===== config.mk =====
export PLATFORM = sky130hd
export DESIGN_NAME = epoch_seconds_to_calendar
export DESIGN_NICKNAME = d
export VERILOG_FILES = /design/src/sv/es2cal_pkg.sv /design/src/sv/epoch_seconds_to_calendar.sv
export SDC_FILE = /design/constraint.sdc
export NUM_CORES = 2
export LEC_CHECK = 0
export ABC_AREA = 1
export BUFFER_PORTS_ARGS = -buffer_cell sky130_fd_sc_hd__clkbuf_2
export CORE_AREA = 3 3 393 395
export DETAILED_ROUTE_END_ITERATION = 6
export DIE_AREA = 0 0 396 398
export GPL_TIMING_DRIVEN = 0
export PLACE_DENSITY = 0.41
export SETUP_SLACK_MARGIN = 0.4
export SYNTH_ARGS = -nofsm -noshare
export SYNTH_HDL_FRONTEND = slang
export SYNTH_SLANG_ARGS = --single-unit

===== constraint.sdc =====
create_clock -name clk -period 10.3 [get_ports clk]
set_input_delay 1.03 -clock clk [delete_from_list [all_inputs] [get_ports clk]]
set_output_delay 1.03 -clock clk [all_outputs]
set_load 0.1 [all_outputs]

===== src/sv/es2cal_pkg.sv =====
// Constants and the month table shared by the epoch seconds to calendar converter.
package es2cal_pkg;

  localparam int NUM_STAGES = 7;

  // Days from 1600-03-01 to 1970-01-01, and days in one 400-year cycle.
  localparam logic [17:0] DAYS_1600_TO_1970 = 18'd135080;
  localparam logic [17:0] DAYS_PER_ERA = 18'd146097;
  localparam logic [17:0] LAST_DAY_OF_ERA = 18'd146096;
  localparam logic [17:0] DAYS_PER_CENTURY = 18'd36524;
  localparam logic [11:0] BASE_YEAR = 12'd1600;
  localparam logic [11:0] YEARS_PER_ERA = 12'd400;

  // A year that starts in March reaches January at this month index.
  localparam logic [3:0] MP_JANUARY = 4'd10;

  // Reciprocals ceil(2^k / d); each is exact over the full range of its operand.
  localparam logic [25:0] DIV675_MULT = 26'(((64'd1 << 35) + 64'd674) / 64'd675);
  localparam logic [18:0] DIV1460_MULT = 19'(((64'd1 << 29) + 64'd1459) / 64'd1460);
  localparam logic [18:0] DIV365_MULT = 19'(((64'd1 << 27) + 64'd364) / 64'd365);
  localparam logic [11:0] DIV153_MULT = 12'(((64'd1 << 19) + 64'd152) / 64'd153);
  localparam logic [17:0] DIV3600_MULT = 18'(((64'd1 << 29) + 64'd3599) / 64'd3600);
  localparam logic [12:0] DIV60_MULT = 13'(((64'd1 << 18) + 64'd59) / 64'd60);

  // First day of each month within a year that starts on March 1.
  function automatic logic [8:0] month_start(input logic [3:0] mp);
    logic [8:0] res;
    case (mp)
      4'd0: res = 9'd0;
      4'd1: res = 9'd31;
      4'd2: res = 9'd61;
      4'd3: res = 9'd92;
      4'd4: res = 9'd122;
      4'd5: res = 9'd153;
      4'd6: res = 9'd184;
      4'd7: res = 9'd214;
      4'd8: res = 9'd245;
      4'd9: res = 9'd275;
      4'd10: res = 9'd306;
      4'd11: res = 9'd337;
      default: res = 9'd0;
    endcase
    return res;
  endfunction

endpackage


===== src/sv/epoch_seconds_to_calendar.sv =====
// Pipelined conversion of epoch seconds to Gregorian date and time of day.
//
//   channel | direction | handshake          | payload
//   in_     | input     | in_valid/in_stall  | in_epoch_seconds[31:0]
//   out_    | output    | out_valid/out_stall| out_year, out_month, out_day,
//           |           |                    | out_hour, out_minute, out_second
//
// One word is accepted per cycle while in_stall is low; each result passes through
// the seven register stages of the divide and calendar datapath.
// Reset clears only the stage valid bits; payload registers are not reset.
// A stall on the output holds the last full stage, and empty stages ahead of
// it keep filling, so the input stalls only when every stage holds a word.
module epoch_seconds_to_calendar (
  input  logic        clk,
  input  logic        rst_n,
  input  logic        in_valid,
  output logic        in_stall,
  input  logic [31:0] in_epoch_seconds,
  output logic        out_valid,
  input  logic        out_stall,
  output logic [11:0] out_year,
  output logic [3:0]  out_month,
  output logic [4:0]  out_day,
  output logic [4:0]  out_hour,
  output logic [5:0]  out_minute,
  output logic [5:0]  out_second
);

  logic [es2cal_pkg::NUM_STAGES:1] vld_r;
  logic [es2cal_pkg::NUM_STAGES:1] en;

  always_comb begin
    en[es2cal_pkg::NUM_STAGES] = !vld_r[es2cal_pkg::NUM_STAGES] || !out_stall;
    for (int k = es2cal_pkg::NUM_STAGES - 1; k >= 1; k--) begin
      en[k] = !vld_r[k] || en[k + 1];
    end
  end

  assign in_stall = !en[1];
  assign out_valid = vld_r[es2cal_pkg::NUM_STAGES];

  always_ff @(posedge clk) begin
    if (!rst_n) begin
      vld_r <= '0;
    end else begin
      if (en[1]) begin
        vld_r[1] <= in_valid;
      end
      for (int k = 2; k <= es2cal_pkg::NUM_STAGES; k++) begin
        if (en[k]) begin
          vld_r[k] <= vld_r[k - 1];
        end
      end
    end
  end

  // Stage 1: day count through seconds / 128 / 675.
  logic [50:0] s1_prod;
  logic [50:0] p1_prod_r;
  logic [16:0] p1_lo_r;

  assign s1_prod = 51'(in_epoch_seconds[31:7]) * 51'(es2cal_pkg::DIV675_MULT);

  always_ff @(posedge clk) begin
    if (en[1]) begin
      p1_prod_r <= s1_prod;
      p1_lo_r <= in_epoch_seconds[16:0];
    end
  end

  // Stage 2: seconds of the day, and the day within its 400-year cycle.
  logic [15:0] s2_days;
  logic [32:0] s2_dsec;
  logic [17:0] s2_z;
  logic        s2_era;
  logic [16:0] p2_sod_r;
  logic        p2_era_r;
  logic [17:0] p2_doe_r;

  always_comb begin
    s2_days = p1_prod_r[50:35];
    s2_dsec = 33'(s2_days) * 33'd86400;
    s2_z = 18'(s2_days) + es2cal_pkg::DAYS_1600_TO_1970;
    s2_era = s2_z >= es2cal_pkg::DAYS_PER_ERA;
  end

  always_ff @(posedge clk) begin
    if (en[2]) begin
      p2_sod_r <= p1_lo_r - s2_dsec[16:0];
      p2_era_r <= s2_era;
      p2_doe_r <= s2_era ? s2_z - es2cal_pkg::DAYS_PER_ERA : s2_z;
    end
  end

  // Stage 3: leap corrections of the cycle day, and the hour.
  logic [36:0] s3_prod;
  logic [34:0] s3_hprod;
  logic [2:0]  s3_cent;
  logic [17:0] p3_doe_r;
  logic        p3_era_r;
  logic [6:0]  p3_a_r;
  logic [2:0]  p3_b_r;
  logic        p3_c_r;
  logic [16:0] p3_sod_r;
  logic [4:0]  p3_hour_r;

  always_comb begin
    s3_prod = 37'(p2_doe_r) * 37'(es2cal_pkg::DIV1460_MULT);
    s3_hprod = 35'(p2_sod_r) * 35'(es2cal_pkg::DIV3600_MULT);
    s3_cent = 3'(p2_doe_r >= es2cal_pkg::DAYS_PER_CENTURY)
            + 3'(p2_doe_r >= 18'd73048)
            + 3'(p2_doe_r >= 18'd109572)
            + 3'(p2_doe_r >= es2cal_pkg::LAST_DAY_OF_ERA);
  end

  always_ff @(posedge clk) begin
    if (en[3]) begin
      p3_doe_r <= p2_doe_r;
      p3_era_r <= p2_era_r;
      p3_a_r <= s3_prod[35:29];
      p3_b_r <= s3_cent;
      p3_c_r <= p2_doe_r == es2cal_pkg::LAST_DAY_OF_ERA;
      p3_sod_r <= p2_sod_r;
      p3_hour_r <= s3_hprod[33:29];
    end
  end

  // Stage 4: year of the cycle, and the seconds left within the hour.
  logic [17:0] s4_n;
  logic [36:0] s4_prod;
  logic [16:0] s4_hsec;
  logic [16:0] s4_rem;
  logic [17:0] p4_doe_r;
  logic        p4_era_r;
  logic [8:0]  p4_yoe_r;
  logic [4:0]  p4_hour_r;
  logic [11:0] p4_rem_r;

  always_comb begin
    s4_n = p3_doe_r - 18'(p3_a_r) + 18'(p3_b_r) - 18'(p3_c_r);
    s4_prod = 37'(s4_n) * 37'(es2cal_pkg::DIV365_MULT);
    s4_hsec = 17'(p3_hour_r) * 17'd3600;
    s4_rem = p3_sod_r - s4_hsec;
  end

  always_ff @(posedge clk) begin
    if (en[4]) begin
      p4_doe_r <= p3_doe_r;
      p4_era_r <= p3_era_r;
      p4_yoe_r <= s4_prod[35:27];
      p4_hour_r <= p3_hour_r;
      p4_rem_r <= s4_rem[11:0];
    end
  end

  // Stage 5: day of the March-based year, and the minute.
  logic [1:0]  s5_cent;
  logic [17:0] s5_ystart;
  logic [17:0] s5_doy;
  logic [24:0] s5_mprod;
  logic        p5_era_r;
  logic [8:0]  p5_yoe_r;
  logic [8:0]  p5_doy_r;
  logic [4:0]  p5_hour_r;
  logic [11:0] p5_rem_r;
  logic [5:0]  p5_min_r;

  always_comb begin
    s5_cent = 2'(p4_yoe_r >= 9'd100) + 2'(p4_yoe_r >= 9'd200) + 2'(p4_yoe_r >= 9'd300);
    s5_ystart = 18'(p4_yoe_r) * 18'd365 + 18'(p4_yoe_r[8:2]) - 18'(s5_cent);
    s5_doy = p4_doe_r - s5_ystart;
    s5_mprod = 25'(p4_rem_r) * 25'(es2cal_pkg::DIV60_MULT);
  end

  always_ff @(posedge clk) begin
    if (en[5]) begin
      p5_era_r <= p4_era_r;
      p5_yoe_r <= p4_yoe_r;
      p5_doy_r <= s5_doy[8:0];
      p5_hour_r <= p4_hour_r;
      p5_rem_r <= p4_rem_r;
      p5_min_r <= s5_mprod[23:18];
    end
  end

  // Stage 6: month index counted from March, and the second.
  logic [10:0] s6_x;
  logic [22:0] s6_prod;
  logic [11:0] s6_sec;
  logic        p6_era_r;
  logic [8:0]  p6_yoe_r;
  logic [8:0]  p6_doy_r;
  logic [3:0]  p6_mp_r;
  logic [4:0]  p6_hour_r;
  logic [5:0]  p6_min_r;
  logic [5:0]  p6_sec_r;

  always_comb begin
    s6_x = 11'(p5_doy_r) * 11'd5 + 11'd2;
    s6_prod = 23'(s6_x) * 23'(es2cal_pkg::DIV153_MULT);
    s6_sec = p5_rem_r - 12'(p5_min_r) * 12'd60;
  end

  always_ff @(posedge clk) begin
    if (en[6]) begin
      p6_era_r <= p5_era_r;
      p6_yoe_r <= p5_yoe_r;
      p6_doy_r <= p5_doy_r;
      p6_mp_r <= s6_prod[22:19];
      p6_hour_r <= p5_hour_r;
      p6_min_r <= p5_min_r;
      p6_sec_r <= s6_sec[5:0];
    end
  end

  // Stage 7: calendar month, day and year, with the time of day, into the output register.
  logic        s7_jan_feb;
  logic [8:0]  s7_day;
  logic [11:0] s7_year;
  logic [3:0]  s7_month;

  always_comb begin
    s7_jan_feb = p6_mp_r >= es2cal_pkg::MP_JANUARY;
    s7_day = p6_doy_r - es2cal_pkg::month_start(p6_mp_r) + 9'd1;
    s7_month = s7_jan_feb ? p6_mp_r - 4'd9 : p6_mp_r + 4'd3;
    s7_year = es2cal_pkg::BASE_YEAR
            + (p6_era_r ? es2cal_pkg::YEARS_PER_ERA : 12'd0)
            + 12'(p6_yoe_r) + 12'(s7_jan_feb);
  end

  always_ff @(posedge clk) begin
    if (en[7]) begin
      out_year <= s7_year;
      out_month <= s7_month;
      out_day <= s7_day[4:0];
      out_hour <= p6_hour_r;
      out_minute <= p6_min_r;
      out_second <= p6_sec_r;
    end
  end

endmodule


======== Yosys cells after proc, flatten, opt, wreduce, memory -nomap -nowiden ========
Memories as Yosys holds them, arrays and structs flattened. A register that Yosys moved wholly into a read port is not among the register bits.
Cells that the tools add are included.
word-level totals
  bits in registers ....................... 304
  memory bits (read-only) ................. 144
  word-level logic and storage cells ...... 109
  memories kept ........................... 1
memories
  memory            depth  bits a word  read ports  clocked after memory_dff  write ports  RTL line          RTL
  (name not given)  16     9            1           1                         0            es2cal_pkg.sv:28  case (mp)
cells by class
  add/subtract/negate cells ............... 24
  multiply operators ...................... 11
  $lt $le $gt $ge ......................... 9
  eq/ne operators ......................... 1
  muxes and demuxes ....................... 4
  reduce and logical (&&, ||, !) cells .... 16
operator list
  cell                                                                 count
  multiplier 18 x 16 -> 33 bit, second input constant                  2
  multiplier 25 x 26 -> 51 bit, second input constant                  1
  greater-or-equal comparator 18 x 17 -> 1 bit, second input constant  2
  greater-or-equal comparator 18 bit, second input constant            2
  multiplier 17 x 18 -> 34 bit, second input constant                  1
  multiplier 11 x 12 -> 23 bit, second input constant                  1
  multiplier 12 x 12 -> 23 bit, second input constant                  1
  adder 16 x 18 -> 18 bit, second input constant                       1
  adder 18 x 3 -> 18 bit                                               1
  equality test 18 bit, second input constant                          1
  greater-or-equal comparator 18 x 16 -> 1 bit, second input constant  1
  2-to-1 mux 18 bit                                                    1
  subtractor 18 x 1 -> 18 bit                                          1
  subtractor 18 bit, second input constant                             1
  subtractor 18 x 7 -> 18 bit                                          1
  subtractor 17 bit                                                    1
  multiplier 16 x 10 -> 10 bit, second input constant                  1
  adder 11 x 9 -> 12 bit, first input constant                         1
  adder 12 x 1 -> 12 bit                                               1
  adder 12 x 9 -> 12 bit                                               1
  subtractor 12 bit                                                    1
  adder 11 x 2 -> 11 bit, second input constant                        1
  multiplier 9 x 3 -> 11 bit, second input constant                    1
  adder 9 x 7 -> 9 bit                                                 1
  22 further kinds                                                     38

======== Longest topological paths before layout ========
  depth after elaboration ................. 9
  gate-level depth with buffers ........... 39
  mapped depth without buffers ............ 39

======== Worst setup path after synthesis ========
No wires, ideal clock.
  path kind ............................... register to register
  from .................................... register p3_doe_r[0]
  to ...................................... register p4_yoe_r[6], data pin
  library setup time ...................... 0.252 ns
  data arrival time ....................... 7.599 ns
  data required time ...................... 10.048 ns
  path slack .............................. 2.448 ns
  stages on the path, launching flop included .. 34
  buffers on the path ..................... 0
  cells stage by stage .................... edfxtp_1 -> fa_1 -> inv_1 -> fa_1 -> inv_1 -> ha_1 -> fa_1 -> nand3_1 -> nand2_1 -> nand2_1 -> nand2_1 -> nand2_1 -> nand2_1 -> nand3_1 -> nand2_1 -> xor2_1 -> inv_1 -> fa_1 -> inv_1 -> ha_1 -> fa_1 -> fa_1 -> fa_1 -> inv_1 -> fa_1 -> inv_1 -> ha_1 -> a21o_1 -> a31oi_1 -> a21oi_1 -> nor3_1 -> nand2_1 -> nand2_1 -> nand2_1
between the ends
  longest elaborated chain between the ends .. 4
RTL lines
  element                       RTL line                          RTL
  from (decl)                   epoch_seconds_to_calendar.sv:99   logic [17:0] p3_doe_r;
  from (signal assigned)        epoch_seconds_to_calendar.sv:118  p3_doe_r <= p2_doe_r;
  subtractor 18 x 7 -> 18 bit   epoch_seconds_to_calendar.sv:140  s4_n = p3_doe_r - 18'(p3_a_r) + 18'(p3_b_r) - 18'(p3_c_r);
  adder 18 x 3 -> 18 bit        epoch_seconds_to_calendar.sv:140
  subtractor 18 x 1 -> 18 bit   epoch_seconds_to_calendar.sv:140
  multiplier 18 x 16 -> 33 bit  epoch_seconds_to_calendar.sv:141  s4_prod = 37'(s4_n) * 37'(es2cal_pkg::DIV365_MULT);
  net s4_prod[33]               epoch_seconds_to_calendar.sv:130  logic [36:0] s4_prod;
  to (signal assigned)          epoch_seconds_to_calendar.sv:150  p4_yoe_r <= s4_prod[35:27];
  to (decl)                     epoch_seconds_to_calendar.sv:135  logic [8:0] p4_yoe_r;
The timed path passes the listed nets, and every way through them passes these cells.
A chain may end at the register's enable or synchronous reset.

======== Worst setup path in the final report ========
  from .................................... register p3_doe_r[0]
  to ...................................... register p4_yoe_r[4], data pin
The elaborated chain is that of the path after synthesis.

==> run metrics <==
mux cell area share after synthesis 0%; crit share post-route 89.0%; Startpoint Class flop; synthesized cell area 0.0452 mm^2; die area 0.158 mm^2; failing checks design-rule violations; total congestion overflow 0; Synth Area in XOR/XNOR 2.72%; root buf cell clkbuf_16; RSZ-0062 raised after global routing false; core area 0.152 mm^2; num ports 76; Slew Limit Headroom 14.5%; final setup margin 1.14 ns; DP Worst Slack 0.918 ns; global-route wire length before repair 181000 um; DR WL/cell 16.0 um; DRC errors left 1; fraction of layout cells with a size suffix above 1 3.85%; initial antenna violation count 1; Initial Utilization 29.9%; Clock Sinks 274; post-synth top area cell ha_1; Synth Register Bits 274; Syn Inst Count 4825; Die H 398 um; die span in x 396 um; post-CTS sizing 0; DR iter-0 viols 1137; most frequent cells in the layout 1151 x inv_1, 1056 x ha_1, 648 x nand2_1; layout overhead on the synthesized area 9.25%; synth warn 0; post-synth top area share 29.2%; worst-path maximum fanout 9; Detailed Place HPWL 98300 um; largest stage delay on the critical path 0.97 ns; minimum clock period 9.16 ns; largest net degree at the start of global routing 39; final WL 112000 um; endpoint type of the worst setup path flop; vias 30.8k; Setup CP Type reg2reg; Setup Buffers After CTS 0; total track usage 14.5%; Row Count 143; vias in the first global route 33.0k; Hold Vio Cnt, Final 0; vias per std cell 4.40; Slew Limit Fails 0; Cell variety after synth 50; Fin Clk Skew 0.0186 ns; Post-CTS Hold Buffers 0; Avg Inst Size Synth 9.38 um^2; Worst path slowest cell xor2_1; Final nets 6566; total CTS buffers 35; R2R setup slack 1.14 ns; CP required 10.57 ns; adder-cell share of the synthesized area 52.8%; IO buf count 75; simple-gate portion of the synthesized area 11.0%; Clock transition at path regs 0.06 ns; Max-cap violations 0; net count after synthesis 6450; TritonCTS clock tree done; Placer Congestion 0.848; # diodes 0; CP arrival 9.43 ns; Worst-Skew Late Latency 0.54 ns; Main synth FF type edfxtp_1; Async SR Flop Fraction 0%; Synth Area in Compound Gates 5.83%; largest family of logic cells by synthesized area adder cells; Slew @ Worst Pin 1.28 ns; Final ANT Viol Nets 0; Hold Crit Class reg2reg; largest cells by area after synthesis ha_1 29%, fa_1 24%, edfxtp_1 17%, inv_1 9.6%, nand2_1 5.4%; most common cell after layout, fill and taps aside inv_1; Post-synth EDFFs 262; drt first pass iters 7; fmax 109 MHz; Bufs on Longest Clock Path 3; htree depth 2; register area share after synthesis 17.9%; Setup Total Neg Slack 0 ns; final setup vio count 0; status finished with violations
[routing by layer]
metal / up-vias / wire, um / global-route usage [%]
li1: 15700 / - / -
met1: 14700 / 54300 / 19.9
met2: 331 / 53400 / 25.4
met3: 92 / 2280 / 1.14
met4: 0 / 1880 / 2.39
met5: - / 0 / 0
[final cells by class]
class                   count  area, um^2
inverters                1164        4370
clock inverters            22         248
repair buffers             79         455
flip-flops and latches    274        8110
multi-input cells        3378       32700
plain buffers               9        52.6
clock buffers              41         920
well taps                2030        2540
fillers                 16000      102000
[flip-flops by register name, indices dropped and copies added, names as in the netlist, 6 cells and up, named ones only]
register    count
p1_prod_r      18
p2_doe_r       18
p3_doe_r       18
p2_sod_r       17
p1_lo_r        15
out_year       12
p3_sod_r       12
p4_rem_r       12
p4_doe_r        9
p4_yoe_r        9
p5_doy_r        9
p5_yoe_r        9
p6_yoe_r        9
p3_a_r          7
vld_r           7
out_minute      6
out_second      6
p5_min_r        6
p5_rem_r        6
p6_min_r        6
p6_sec_r        6
[critical path, delay by kind of cell, from the launching register on]
| family | cells | cell delay (ns) |
|---|---|---|
| adder cells (fa/ha/maj) | 11 | 4.99 |
| buffers and inverters | 7 | 0.67 |
| XOR/XNOR | 1 | 0.97 |
| flip-flops | 1 | 0.49 |
| AND/OR/NAND/NOR | 13 | 1.53 |
| AO/OA/AOI/OAI | 1 | 0.24 |
[stage by stage]
stage,util (%),std cells,area (um^2),hold slack [ns]
finish,32.6,6997,49400,0.409
global route,32.6,6997,49400,0.422
CTS,32.6,6997,49400,0.414
detailed placement,31.8,6934,48300,0.405
global placement,31.8,6930,48200,0.401
floorplan,-,4825,45200,0.400
[Yosys cell counts (45+ instances only)]
library cell  number
edfxtp_1         262
ha_1            1056
fa_1             533
inv_1           1155
nand3_1          149
o21ai_0          128
nand2_1          650
nor3_1            45
a21oi_1          246
xor2_1            94
nand4_1           46
nor2_1           231
[worst paths after layout]
check              startpoint          end  cells after the start
setup / recovery  p3_doe_r[0]  p4_yoe_r[4]                     33
hold / removal    p5_yoe_r[2]  p6_yoe_r[2]                      0
setup reg to reg  p3_doe_r[0]  p4_yoe_r[4]                     33
hold reg to reg   p5_yoe_r[2]  p6_yoe_r[2]                      0
[cell families (layout without fill, tap and decap cells)]
family / count (synthesis) / count (layout)
compound gates: 475 / 475
xor+xnor: 139 / 139
fa+ha+maj: 1589 / 1589
buf+inv: 1173 / 1315
flops: 274 / 274
simple gates: 1175 / 1175
Power is left out: the tool's default activity adds up to more than one toggle a clock period on the data nets, which glitch-free logic cannot reach.
